===== src/sv/scfl_pkg.sv =====
// Package for the spectral centroid, flux and low-band ratio block.
// Holds field widths, register indexes, reset values and sequencer types.
// No dependencies.
package scfl_pkg;

   localparam int MAX_BINS_DEF = 4096;

   localparam int MAG_W      = 16;
   localparam int BINS_W     = 13;
   localparam int BIN_HZ_W   = 20;
   localparam int CUTOFF_W   = 24;
   localparam int CENTROID_W = 24;
   localparam int FLUX_W     = 16;
   localparam int RATIO_W    = 16;
   localparam int SUM_W      = 28;
   localparam int WSUM_W     = 40;
   localparam int MUL_W      = 20;
   localparam int PROD_W     = 2 * MUL_W;
   localparam int NUM_W      = 64;
   localparam int DCNT_W     = 6;

   localparam int CSR_IDX_W  = 2;
   localparam int CSR_DATA_W = 24;

   localparam int REQ_DATA_W = 32;
   localparam int RSP_DATA_W = 56;

   localparam logic [CSR_IDX_W-1:0] CSR_NUM_BINS  = 2'd0;
   localparam logic [CSR_IDX_W-1:0] CSR_BIN_HZ    = 2'd1;
   localparam logic [CSR_IDX_W-1:0] CSR_CUTOFF_HZ = 2'd2;

   localparam logic [BINS_W-1:0]   NUM_BINS_RST  = 13'd512;
   localparam logic [BIN_HZ_W-1:0] BIN_HZ_RST    = 20'd5513;
   localparam logic [CUTOFF_W-1:0] CUTOFF_HZ_RST = 24'd64000;

   typedef enum logic [3:0] {
      ST_IDLE,
      ST_MUL_WT,
      ST_MUL_LOW,
      ST_ACC,
      ST_CEN_LO,
      ST_CEN_HI,
      ST_CEN_SUM,
      ST_DIV_LOAD,
      ST_DIV_RUN,
      ST_DIV_STORE,
      ST_OUT
   } state_type;

   typedef enum logic [1:0] {
      PH_CENT,
      PH_RATIO,
      PH_FLUX
   } phase_type;

endpackage


===== src/sv/spectral_centroid_flux_lowband.sv =====
// Top level of the spectral centroid, mean positive flux and low-band ratio block.
// Uses scfl_pkg for widths, register indexes and sequencer types.
// One shared 20x20 multiplier and one radix-2 divider run under a small sequencer.

// Each bin is taken in the idle state, then makes two passes through the shared
// 20x20 multiplier (bin index times magnitude, bin index times bin spacing) and
// one accumulate step; req_tready is high only in the idle state, so the next bin
// is not taken until the previous one is through. After the last bin of a frame, two
// multiplier passes and an add build the centroid numerator, the one-bit-per-cycle
// divider runs 64 steps for each of centroid, low-band ratio and flux, each with a
// load and a store step around it, and the output state loads the output register.
// A frame with zero total magnitude skips the centroid and ratio divisions. The result
// sits in an output register, so the next frame's first bin is taken while it waits;
// the block stalls only if a second result is ready before the first is taken.
// Configuration writes are taken at any time and act at once.
module spectral_centroid_flux_lowband #(
   parameter int MAX_BINS = scfl_pkg::MAX_BINS_DEF
) (
   input  logic                                clock,
   input  logic                                reset,
   // req_tdata: mag [15:0], prev_mag [31:16]
   input  logic [scfl_pkg::REQ_DATA_W-1:0]     req_tdata,
   // req_tuser: prev_valid [0]
   input  logic                                req_tuser,
   input  logic                                req_tvalid,
   output logic                                req_tready,
   // rsp_tdata: centroid_hz [23:0], flux [39:24], low_ratio [55:40]
   output logic [scfl_pkg::RSP_DATA_W-1:0]     rsp_tdata,
   output logic                                rsp_tvalid,
   input  logic                                rsp_tready,
   input  logic                                csr_we,
   input  logic [scfl_pkg::CSR_IDX_W-1:0]      csr_index,
   input  logic [scfl_pkg::CSR_DATA_W-1:0]     csr_wdata
);

   // Configuration registers
   logic [scfl_pkg::BINS_W-1:0]     num_bins_ff,  num_bins_in;
   logic [scfl_pkg::BIN_HZ_W-1:0]   bin_hz_ff,    bin_hz_in;
   logic [scfl_pkg::CUTOFF_W-1:0]   cutoff_hz_ff, cutoff_hz_in;

   // Sequencer
   scfl_pkg::state_type             state_ff, state_in;
   scfl_pkg::phase_type             phase_ff, phase_in;

   // Running sums
   logic [scfl_pkg::BINS_W-1:0]     bin_index_ff, bin_index_in;
   logic [scfl_pkg::SUM_W-1:0]      sum_mag_ff,   sum_mag_in;
   logic [scfl_pkg::WSUM_W-1:0]     sum_wt_ff,    sum_wt_in;
   logic [scfl_pkg::SUM_W-1:0]      sum_low_ff,   sum_low_in;
   logic [scfl_pkg::SUM_W-1:0]      sum_flux_ff,  sum_flux_in;

   // Captured bin
   logic [scfl_pkg::MAG_W-1:0]      mag_ff,  mag_in;
   logic [scfl_pkg::MAG_W-1:0]      prev_ff, prev_in;
   logic                            pv_ff,   pv_in;

   // Shared multiplier and divider
   logic [scfl_pkg::MUL_W-1:0]      mul_a, mul_b;
   logic [scfl_pkg::PROD_W-1:0]     mul_p;
   logic [scfl_pkg::PROD_W-1:0]     prod_ff, prod_in;
   logic [scfl_pkg::NUM_W-1:0]      div_num_ff, div_num_in;
   logic [scfl_pkg::SUM_W-1:0]      div_rem_ff, div_rem_in;
   logic [scfl_pkg::SUM_W-1:0]      div_den_ff, div_den_in;
   logic [scfl_pkg::DCNT_W-1:0]     div_cnt_ff, div_cnt_in;

   // Results
   logic [scfl_pkg::CENTROID_W-1:0] cent_ff,  cent_in;
   logic [scfl_pkg::RATIO_W-1:0]    ratio_ff, ratio_in;
   logic                            rsp_tvalid_ff, rsp_tvalid_in;
   logic [scfl_pkg::RSP_DATA_W-1:0] rsp_data_ff,   rsp_data_in;

   // Combinational helpers
   logic [scfl_pkg::BINS_W-1:0]     frame_len;
   logic                            last_bin;
   logic                            load_rsp;
   logic [scfl_pkg::SUM_W:0]        sum_mag_add, sum_low_add, sum_flux_add;
   logic [scfl_pkg::WSUM_W:0]       sum_wt_add;
   logic [scfl_pkg::SUM_W:0]        div_trial;
   logic [scfl_pkg::SUM_W:0]        div_diff;
   logic                            div_bit;
   logic [scfl_pkg::FLUX_W-1:0]     flux_sat;

   // A bin count of zero means one; counts above MAX_BINS are clamped.
   always_comb begin
      if (num_bins_ff == '0) begin
         frame_len = scfl_pkg::BINS_W'(1);
      end else if (32'(num_bins_ff) > 32'(MAX_BINS)) begin
         frame_len = scfl_pkg::BINS_W'(MAX_BINS);
      end else begin
         frame_len = num_bins_ff;
      end
   end

   assign last_bin = ({1'b0, bin_index_ff} + 14'd1) >= {1'b0, frame_len};
   assign load_rsp = !rsp_tvalid_ff || rsp_tready;
   assign mul_p    = mul_a * mul_b;

   // Next state
   always_comb begin
      state_in = state_ff;
      case (state_ff)
         scfl_pkg::ST_IDLE: begin
            if (req_tvalid) begin
               state_in = scfl_pkg::ST_MUL_WT;
            end
         end
         scfl_pkg::ST_MUL_WT:  state_in = scfl_pkg::ST_MUL_LOW;
         scfl_pkg::ST_MUL_LOW: state_in = scfl_pkg::ST_ACC;
         scfl_pkg::ST_ACC: begin
            state_in = last_bin ? scfl_pkg::ST_CEN_LO : scfl_pkg::ST_IDLE;
         end
         scfl_pkg::ST_CEN_LO: begin
            state_in = (sum_mag_ff == '0) ? scfl_pkg::ST_DIV_LOAD : scfl_pkg::ST_CEN_HI;
         end
         scfl_pkg::ST_CEN_HI:   state_in = scfl_pkg::ST_CEN_SUM;
         scfl_pkg::ST_CEN_SUM:  state_in = scfl_pkg::ST_DIV_LOAD;
         scfl_pkg::ST_DIV_LOAD: state_in = scfl_pkg::ST_DIV_RUN;
         scfl_pkg::ST_DIV_RUN: begin
            if (div_cnt_ff == '1) begin
               state_in = scfl_pkg::ST_DIV_STORE;
            end
         end
         scfl_pkg::ST_DIV_STORE: begin
            state_in = (phase_ff == scfl_pkg::PH_FLUX) ? scfl_pkg::ST_OUT
                                                       : scfl_pkg::ST_DIV_LOAD;
         end
         scfl_pkg::ST_OUT: begin
            if (load_rsp) begin
               state_in = scfl_pkg::ST_IDLE;
            end
         end
         default: state_in = scfl_pkg::ST_IDLE;
      endcase
   end

   // Control outputs: handshake and multiplier operand selection
   always_comb begin
      req_tready = 1'b0;
      mul_a      = '0;
      mul_b      = '0;
      case (state_ff)
         scfl_pkg::ST_IDLE: req_tready = 1'b1;
         scfl_pkg::ST_MUL_WT: begin
            mul_a = scfl_pkg::MUL_W'(bin_index_ff);
            mul_b = scfl_pkg::MUL_W'(mag_ff);
         end
         scfl_pkg::ST_MUL_LOW: begin
            mul_a = scfl_pkg::MUL_W'(bin_index_ff);
            mul_b = bin_hz_ff;
         end
         scfl_pkg::ST_CEN_LO: begin
            mul_a = bin_hz_ff;
            mul_b = sum_wt_ff[scfl_pkg::MUL_W-1:0];
         end
         scfl_pkg::ST_CEN_HI: begin
            mul_a = bin_hz_ff;
            mul_b = sum_wt_ff[scfl_pkg::WSUM_W-1:scfl_pkg::MUL_W];
         end
         default: begin
            req_tready = 1'b0;
         end
      endcase
   end

   // Saturating adders; every sum saturates at all ones.
   assign sum_mag_add  = {1'b0, sum_mag_ff} + (scfl_pkg::SUM_W+1)'(mag_ff);
   assign sum_low_add  = {1'b0, sum_low_ff} + (scfl_pkg::SUM_W+1)'(mag_ff);
   assign sum_flux_add = {1'b0, sum_flux_ff} + (scfl_pkg::SUM_W+1)'(mag_ff - prev_ff);
   assign sum_wt_add   = {1'b0, sum_wt_ff} + (scfl_pkg::WSUM_W+1)'(prod_ff[28:0]);

   // One restoring division step
   assign div_trial = {div_rem_ff, div_num_ff[scfl_pkg::NUM_W-1]};
   assign div_diff  = div_trial - {1'b0, div_den_ff};
   assign div_bit   = div_trial >= {1'b0, div_den_ff};

   assign flux_sat = (div_num_ff[scfl_pkg::NUM_W-1:scfl_pkg::FLUX_W] != '0)
                     ? '1 : div_num_ff[scfl_pkg::FLUX_W-1:0];

   // Datapath next values
   always_comb begin
      num_bins_in   = num_bins_ff;
      bin_hz_in     = bin_hz_ff;
      cutoff_hz_in  = cutoff_hz_ff;
      phase_in      = phase_ff;
      bin_index_in  = bin_index_ff;
      sum_mag_in    = sum_mag_ff;
      sum_wt_in     = sum_wt_ff;
      sum_low_in    = sum_low_ff;
      sum_flux_in   = sum_flux_ff;
      mag_in        = mag_ff;
      prev_in       = prev_ff;
      pv_in         = pv_ff;
      prod_in       = prod_ff;
      div_num_in    = div_num_ff;
      div_rem_in    = div_rem_ff;
      div_den_in    = div_den_ff;
      div_cnt_in    = div_cnt_ff;
      cent_in       = cent_ff;
      ratio_in      = ratio_ff;
      rsp_data_in   = rsp_data_ff;
      rsp_tvalid_in = rsp_tvalid_ff && !rsp_tready;

      if (csr_we) begin
         case (csr_index)
            scfl_pkg::CSR_NUM_BINS:  num_bins_in  = csr_wdata[scfl_pkg::BINS_W-1:0];
            scfl_pkg::CSR_BIN_HZ:    bin_hz_in    = csr_wdata[scfl_pkg::BIN_HZ_W-1:0];
            scfl_pkg::CSR_CUTOFF_HZ: cutoff_hz_in = csr_wdata;
            default: num_bins_in = num_bins_ff;
         endcase
      end

      case (state_ff)
         scfl_pkg::ST_IDLE: begin
            if (req_tvalid) begin
               mag_in  = req_tdata[15:0];
               prev_in = req_tdata[31:16];
               pv_in   = req_tuser;
            end
         end
         scfl_pkg::ST_MUL_WT: begin
            prod_in = mul_p;
         end
         scfl_pkg::ST_MUL_LOW: begin
            sum_wt_in = sum_wt_add[scfl_pkg::WSUM_W] ? '1 : sum_wt_add[scfl_pkg::WSUM_W-1:0];
            prod_in   = mul_p;
         end
         scfl_pkg::ST_ACC: begin
            sum_mag_in = sum_mag_add[scfl_pkg::SUM_W] ? '1 : sum_mag_add[scfl_pkg::SUM_W-1:0];
            if (prod_ff[32:0] < 33'(cutoff_hz_ff)) begin
               sum_low_in = sum_low_add[scfl_pkg::SUM_W] ? '1
                                                         : sum_low_add[scfl_pkg::SUM_W-1:0];
            end
            if (pv_ff && (mag_ff > prev_ff)) begin
               sum_flux_in = sum_flux_add[scfl_pkg::SUM_W] ? '1
                                                           : sum_flux_add[scfl_pkg::SUM_W-1:0];
            end
            if (!last_bin) begin
               bin_index_in = bin_index_ff + 1'b1;
            end
         end
         scfl_pkg::ST_CEN_LO: begin
            prod_in = mul_p;
            if (sum_mag_ff == '0) begin
               // No energy: centroid and ratio are zero, only flux is divided.
               cent_in  = '0;
               ratio_in = '0;
               phase_in = scfl_pkg::PH_FLUX;
            end
         end
         scfl_pkg::ST_CEN_HI: begin
            div_num_in = scfl_pkg::NUM_W'(prod_ff);
            prod_in    = mul_p;
         end
         scfl_pkg::ST_CEN_SUM: begin
            div_num_in = div_num_ff + {4'd0, prod_ff, 20'd0}
                         + scfl_pkg::NUM_W'(sum_mag_ff[scfl_pkg::SUM_W-1:1]);
            phase_in   = scfl_pkg::PH_CENT;
         end
         scfl_pkg::ST_DIV_LOAD: begin
            div_rem_in = '0;
            div_cnt_in = '0;
            case (phase_ff)
               scfl_pkg::PH_CENT: begin
                  div_den_in = sum_mag_ff;
               end
               scfl_pkg::PH_RATIO: begin
                  div_den_in = sum_mag_ff;
                  div_num_in = {20'd0, sum_low_ff, 16'd0}
                               + scfl_pkg::NUM_W'(sum_mag_ff[scfl_pkg::SUM_W-1:1]);
               end
               default: begin
                  div_den_in = scfl_pkg::SUM_W'(frame_len);
                  div_num_in = scfl_pkg::NUM_W'(sum_flux_ff)
                               + scfl_pkg::NUM_W'(frame_len[scfl_pkg::BINS_W-1:1]);
               end
            endcase
         end
         scfl_pkg::ST_DIV_RUN: begin
            div_rem_in = div_bit ? div_diff[scfl_pkg::SUM_W-1:0]
                                 : div_trial[scfl_pkg::SUM_W-1:0];
            div_num_in = {div_num_ff[scfl_pkg::NUM_W-2:0], div_bit};
            div_cnt_in = div_cnt_ff + 1'b1;
         end
         scfl_pkg::ST_DIV_STORE: begin
            case (phase_ff)
               scfl_pkg::PH_CENT: begin
                  cent_in  = (div_num_ff[scfl_pkg::NUM_W-1:scfl_pkg::CENTROID_W] != '0)
                             ? '1 : div_num_ff[scfl_pkg::CENTROID_W-1:0];
                  phase_in = scfl_pkg::PH_RATIO;
               end
               scfl_pkg::PH_RATIO: begin
                  ratio_in = (div_num_ff[scfl_pkg::NUM_W-1:scfl_pkg::RATIO_W] != '0)
                             ? '1 : div_num_ff[scfl_pkg::RATIO_W-1:0];
                  phase_in = scfl_pkg::PH_FLUX;
               end
               default: begin
                  // Flux quotient stays in div_num_ff until the result is loaded.
                  phase_in = scfl_pkg::PH_FLUX;
               end
            endcase
         end
         scfl_pkg::ST_OUT: begin
            if (load_rsp) begin
               rsp_data_in   = {ratio_ff, flux_sat, cent_ff};
               rsp_tvalid_in = 1'b1;
               bin_index_in  = '0;
               sum_mag_in    = '0;
               sum_wt_in     = '0;
               sum_low_in    = '0;
               sum_flux_in   = '0;
            end
         end
         default: begin
            prod_in = prod_ff;
         end
      endcase
   end

   // Control state
   always_ff @(posedge clock) begin
      if (reset) begin
         state_ff      <= scfl_pkg::ST_IDLE;
         phase_ff      <= scfl_pkg::PH_CENT;
         num_bins_ff   <= scfl_pkg::NUM_BINS_RST;
         bin_hz_ff     <= scfl_pkg::BIN_HZ_RST;
         cutoff_hz_ff  <= scfl_pkg::CUTOFF_HZ_RST;
         bin_index_ff  <= '0;
         sum_mag_ff    <= '0;
         sum_wt_ff     <= '0;
         sum_low_ff    <= '0;
         sum_flux_ff   <= '0;
         div_cnt_ff    <= '0;
         rsp_tvalid_ff <= 1'b0;
      end else begin
         state_ff      <= state_in;
         phase_ff      <= phase_in;
         num_bins_ff   <= num_bins_in;
         bin_hz_ff     <= bin_hz_in;
         cutoff_hz_ff  <= cutoff_hz_in;
         bin_index_ff  <= bin_index_in;
         sum_mag_ff    <= sum_mag_in;
         sum_wt_ff     <= sum_wt_in;
         sum_low_ff    <= sum_low_in;
         sum_flux_ff   <= sum_flux_in;
         div_cnt_ff    <= div_cnt_in;
         rsp_tvalid_ff <= rsp_tvalid_in;
      end
   end

   // Payload
   always_ff @(posedge clock) begin
      mag_ff      <= mag_in;
      prev_ff     <= prev_in;
      pv_ff       <= pv_in;
      prod_ff     <= prod_in;
      div_num_ff  <= div_num_in;
      div_rem_ff  <= div_rem_in;
      div_den_ff  <= div_den_in;
      cent_ff     <= cent_in;
      ratio_ff    <= ratio_in;
      rsp_data_ff <= rsp_data_in;
   end

   assign rsp_tvalid = rsp_tvalid_ff;
   assign rsp_tdata  = rsp_data_ff;

   // The low-band sum only ever adds magnitudes that also go into the total.
   a_low_le_total: assert property (@(posedge clock) disable iff (reset)
      sum_low_ff <= sum_mag_ff)
      else $error("low-band sum exceeds total magnitude sum");

   // The partial remainder always stays below a nonzero divisor.
   a_rem_below_den: assert property (@(posedge clock) disable iff (reset)
      (state_ff == scfl_pkg::ST_DIV_RUN) |-> (div_den_ff != '0) && (div_rem_ff < div_den_ff))
      else $error("divider remainder out of range");

   // The low-band share can never exceed one.
   a_ratio_bound: assert property (@(posedge clock) disable iff (reset)
      (state_ff == scfl_pkg::ST_DIV_STORE) && (phase_ff == scfl_pkg::PH_RATIO)
      |-> (div_num_ff[scfl_pkg::NUM_W-1:17] == '0))
      else $error("ratio quotient above one");

   // Loading a result starts the next frame from cleared sums.
   a_frame_restart: assert property (@(posedge clock) disable iff (reset)
      (state_ff == scfl_pkg::ST_OUT) && load_rsp
      |=> rsp_tvalid_ff && (bin_index_ff == '0) && (sum_mag_ff == '0)
          && (sum_flux_ff == '0) && (state_ff == scfl_pkg::ST_IDLE))
      else $error("result load did not restart the frame");

endmodule

===== config.mk =====
export PLATFORM = sky130hd
export DESIGN_NAME = spectral_centroid_flux_lowband
export DESIGN_NICKNAME = d
export VERILOG_FILES = /design/src/sv/scfl_pkg.sv /design/src/sv/spectral_centroid_flux_lowband.sv
export SDC_FILE = /design/constraint.sdc
export NUM_CORES = 2
export LEC_CHECK = 0
export BUFFER_PORTS_ARGS = -buffer_cell sky130_fd_sc_hd__buf_2
export CAP_MARGIN = 20
export CORE_MARGIN = 5
export CORE_UTILIZATION = 50
export DETAILED_ROUTE_END_ITERATION = 8
export PLACE_DENSITY = 0.67
export SLEW_MARGIN = 15
export SYNTH_ARGS = -nofsm -noshare
export SYNTH_HDL_FRONTEND = slang
export SYNTH_SLANG_ARGS = --single-unit

===== constraint.sdc =====
create_clock -name clock -period 10.5 [get_ports clock]
set_input_delay 1.05 -clock clock [delete_from_list [all_inputs] [get_ports clock]]
set_output_delay 1.05 -clock clock [all_outputs]
set_load 0.005 [all_outputs]

==> out/results.txt <==
The flow ran to the end, and the final reports show no timing, DRC or antenna violations. The logs give 0 for the final number of setup-violating endpoints and 46400 um2 for the post-synthesis cell area. At the pin with the least slew margin, the transition time is 1120 ps.

The number of global-route vias before repair was 37.8k; the number of cells on the worst reg-to-reg path was 28. The largest net degree at the start of global routing was 136. The number of placed instances, taps included, is 6397. After synthesis the netlist holds a flip-flop and latch count of 496. The tools report the count of nets left with antenna violations after detail routing as 0. The number of placement rows was 111; the post-CTS setup repair buffer count was 0. Floorplan core area: 91900 um2.

Dominant cell type by area after synthesis: sky130_fd_sc_hd__edfxtp_1. The detailed router finished its first iteration with 3912 violations. For this run, the detailed router's first-pass iteration total came to 8. The static power due to leakage is 22.5 nW, and the average wire length per cell after detail routing is 23.0 um. After detailed routing, the number of remaining DRC violations is 0. Setup repair after global routing left no endpoint under its margin. Vertical die dimension: 315 um. The run gives 5.61% as the met3 layer usage reported by global route. Summing the sequential cell areas from Yosys gives 27.6% of the chip area. The initial utilization of the core area, before any placement, comes to 50.5%.

The repair_antennas step left the layout with diodes totalling 0. The worst setup path is of the reg2reg kind. Of the total power, the clock network draws 38.8%. The final count of hold timing violations is 0, and the number of H-tree levels is 2. The worst hold path was traced through 0 stages. The tree is rooted in a sky130_fd_sc_hd__clkbuf_16. The HPWL after detailed placement is 116000 um. The number of primary I/O pins was 122; the worst path arrival time was 9960 ps. Counting every net in the synthesized netlist gives 6058.

The run gives 99000 um2 as the die area. Gates resized during post-CTS repair numbered 0. For this run, global-route usage on met1 was measured as 40.4%. Counting along the longest clock path gives a buffer depth of 3.

The run gives 0 as the warning count from the yosys run. In the global route stage, met2 resource usage came out at 46.7%. Yosys mapped the design onto 97 distinct sky130hd cell types.

The run gives 74.2 ps as the maximum clock skew at final layout. For this run the aggregate overflow at the end of global routing stands at 0. IR analysis of the VDD net gives a maximum drop of 142 uV. Based on the critical path, the design can be clocked at up to 104 MHz.

CTS saw 496 sinks. The worst pin sits at a relative slew slack of 25.4%. Of all nets on the critical path, the largest fanout is 19. The analysis attributes to net switching a power of 1.76 mW. For this design, the CTS-stage hold fixing added 0 buffers. The worst path needs 9610 ps of the cycle, external delays included. TritonCTS built the clock tree. Cells with a size suffix above 1 make up 7.13% of the layout. The logs give 40.9% for the power share of the sequential group and 6070 for the net count reported at finish. Cell internal power was estimated by the tool at 3.83 mW. The summed negative setup slack over all endpoints came out at 0 ps.

By instance count, the cell type seen most on the critical path is sky130_fd_sc_hd__fa_1. In this design, the stage delay of the slowest critical-path cell is 660 ps. After filler insertion, the fill cell instance count of the layout stands at 8568. Dividing the detail-routed via count by the number of cells gives 6.02.

The logs give 5201 for the post-synthesis instance total and 20.3% for the logic gate share of total power. The first-pass GRT wire length is 229000 um. Data on the critical path is required at its endpoint by 10850 ps. Prior to clock tree synthesis, the placed netlist has a worst setup slack of 1040 ps. The share of total power consumed by net switching works out to 31.5%.

The run gives 1 as the initial antenna violation count. The kind of end point of the critical path is a register. For this run, asynchronously set or reset flops after synthesis account for 0%. For this run, the leading register cell type out of synthesis is sky130_fd_sc_hd__edfxtp_1. The per-instance average area after synthesis came out at 8.93 um2. Power per standard cell area: 111 nW/um2. The final weighted congestion in routability-driven placement is 0.979.

The number of I/O port buffers was 121; the insertion delay of the later-clocked pin in the worst-skew pair was 670 ps. The top-area cell type share of the netlist area is 18.7%, and the final wirelength is 150000 um. Hold timing on the final database bottoms out at a slack of 418 ps.

In the post-synthesis netlist, the biggest area contributors are sky130_fd_sc_hd__edfxtp_1 19%, sky130_fd_sc_hd__fa_1 14%, sky130_fd_sc_hd__ha_1 12%, sky130_fd_sc_hd__dfxtp_1 8.9%, sky130_fd_sc_hd__nand2_1 4.9%. After layout, the worst path uses 91.5% of the clock period. The total via count after detailed routing came out at 39.2k. After global routing, the most crowded layer is met2. Once layout is complete, the cells apart from fillers number 6504. The run gives 0 as the total of max-cap violations. STA classifies the critical path startpoint as a register. TritonCTS buffer count: 56. The class of the tightest hold or removal check was reg2reg. Measured along the x axis, the die boundary spans 315 um. Yosys mapped a number of flops with a built-in enable equal to 289. The worst-path cell with the longest stage delay was sky130_fd_sc_hd__nand2b_1.

The number of max-slew violations in the final report was 0. Across all setup checks in the final design, the least slack found is 890 ps. The clock transition time at the flip-flop clock pins of the worst setup and hold paths works out to 60 ps.

The area growth from synthesis to layout is 8.31%. Across every metal layer, demand over resource in global routing totals 29.8%.
## power by group through the flow
stage               combinational, mW  sequential, mW  clock [mW]
global placement                 1.10            2.32           0
CTS                              1.11            2.28        2.20
floorplan                       0.841            2.21           0
finish                           1.14            2.29        2.17
global route                     1.25            2.28        2.29
detailed placement               1.10            2.32           0
## cell usage after synthesis, types with 47 or more instances
| library cell | n |
|---|---|
| sky130_fd_sc_hd__a21o_1 | 134 |
| sky130_fd_sc_hd__o21ai_0 | 199 |
| sky130_fd_sc_hd__nand4_1 | 47 |
| sky130_fd_sc_hd__and2_1 | 47 |
| sky130_fd_sc_hd__nor3_1 | 71 |
| sky130_fd_sc_hd__nor2_1 | 468 |
| sky130_fd_sc_hd__inv_1 | 531 |
| sky130_fd_sc_hd__nand2_1 | 611 |
| sky130_fd_sc_hd__edfxtp_1 | 289 |
| sky130_fd_sc_hd__fa_1 | 336 |
| sky130_fd_sc_hd__a21oi_1 | 401 |
| sky130_fd_sc_hd__ha_1 | 457 |
| sky130_fd_sc_hd__xnor2_1 | 142 |
| sky130_fd_sc_hd__nand2b_1 | 56 |
| sky130_fd_sc_hd__clkbuf_1 | 194 |
| sky130_fd_sc_hd__xor2_1 | 125 |
| sky130_fd_sc_hd__nor2b_1 | 56 |
| sky130_fd_sc_hd__a22oi_1 | 55 |
| sky130_fd_sc_hd__nand3_1 | 109 |
| sky130_fd_sc_hd__dfxtp_1 | 207 |
## worst paths after layout
check / slack [ps] / to / startpoint
max reg2reg: 890 / prod_ff[35]$_DFFE_PN_ / state_ff[0]$_SDFFE_PP0P_
max: 890 / prod_ff[35]$_DFFE_PN_ / state_ff[0]$_SDFFE_PP0P_
min: 420 / rsp_tdata[15]$_DFFE_PP_ / cent_ff[15]$_SDFFCE_PP0P_
min reg2reg: 420 / rsp_tdata[15]$_DFFE_PP_ / cent_ff[15]$_SDFFCE_PP0P_
## sequential cells by signal (all words and copies together), names as in the netlist, 2 cells and up
register	count
div_den_ff	28
state_ff	4
prod_ff	40
div_rem_ff	28
sum_flux_ff	28
num_bins_ff	13
cent_ff	24
mag_ff	16
phase_ff	2
div_cnt_ff	6
div_num_ff	64
sum_wt_ff	40
rsp_tdata	56
bin_index_ff	13
bin_hz_ff	20
sum_mag_ff	28
prev_ff	16
sum_low_ff	28
ratio_ff	16
cutoff_hz_ff	24
## per-layer routing
metal  vias up  wire (um)  part of all wire (%)
met3       349      13200                   8.8
met4         2       8020                   5.3
met2      1743      65800                    44
met5         -         11                0.0073
met1     18883      62800                    42
li1      18199          -                     -
## worst max-delay path, delay by kind of cell, from the launching register on
kind / cells / cell delay (ps)
XOR/XNOR: 1 / 160
adder cells (fa/ha/maj): 8 / 3750
flip-flops: 1 / 590
buffers and inverters: 4 / 440
AO/OA/AOI/OAI: 10 / 2700
AND/OR/NAND/NOR: 5 / 1680
## layout make-up
type | count | area [um2] | area share (%)
multi-input combinational | 3951 | 30800 | 61.3
timing repair buffer | 175 | 1040 | 2.06
inverter | 533 | 2000 | 3.98
clock buffer | 66 | 1470 | 2.92
sequential | 496 | 12800 | 25.5
clock inverter | 40 | 559 | 1.11
tap | 1243 | 1560 | 3.09
## cells by family after synthesis
kind of cell               synth area share [%]
and+or+nand+nor                            16.0
xor gates and xnor gates                   5.04
adders and majority gates                  26.8
AOI/OAI and AO/OA                          17.8
DFF                                        27.6
muxes                                     0.485
buffers and inverters                      6.18
## per-stage QoR
stage / utilization [%] / power [mW] / instance area [um2]
2_1_floorplan: - / 3.05 / 46400
3_5_place_dp: 52.4 / 3.42 / 48200
5_1_grt: 54.7 / 5.82 / 50300
4_1_cts: 54.7 / 5.59 / 50300
3_3_place_gp: 52.4 / 3.42 / 48200
6_report: 54.7 / 5.59 / 50300
## layout by cell type, fill, tap and decap left out, types with 27 or more instances in the layout
cell type,n
sky130_fd_sc_hd__nand2_1,609
sky130_fd_sc_hd__inv_1,530
sky130_fd_sc_hd__nor2_1,464
sky130_fd_sc_hd__ha_1,457
sky130_fd_sc_hd__a21oi_1,401
sky130_fd_sc_hd__fa_1,336
sky130_fd_sc_hd__edfxtp_1,289
sky130_fd_sc_hd__dfxtp_1,207
sky130_fd_sc_hd__o21ai_0,198
sky130_fd_sc_hd__xnor2_1,142
sky130_fd_sc_hd__a21o_1,134
sky130_fd_sc_hd__xor2_1,125
sky130_fd_sc_hd__buf_2,120
sky130_fd_sc_hd__nand3_1,109
sky130_fd_sc_hd__nor3_1,66
sky130_fd_sc_hd__nor2b_1,56
sky130_fd_sc_hd__nand2b_1,56
sky130_fd_sc_hd__clkbuf_16,56
sky130_fd_sc_hd__a22oi_1,55
sky130_fd_sc_hd__buf_4,52
sky130_fd_sc_hd__and2_1,47
sky130_fd_sc_hd__nand4_1,47
sky130_fd_sc_hd__a31oi_1,44
sky130_fd_sc_hd__a311oi_1,42
sky130_fd_sc_hd__and3_1,41
sky130_fd_sc_hd__a211oi_1,37
sky130_fd_sc_hd__nor4_1,34
sky130_fd_sc_hd__o21a_1,32
sky130_fd_sc_hd__o21bai_1,32
sky130_fd_sc_hd__a222oi_1,27
(Power assumes the default switching activity.)
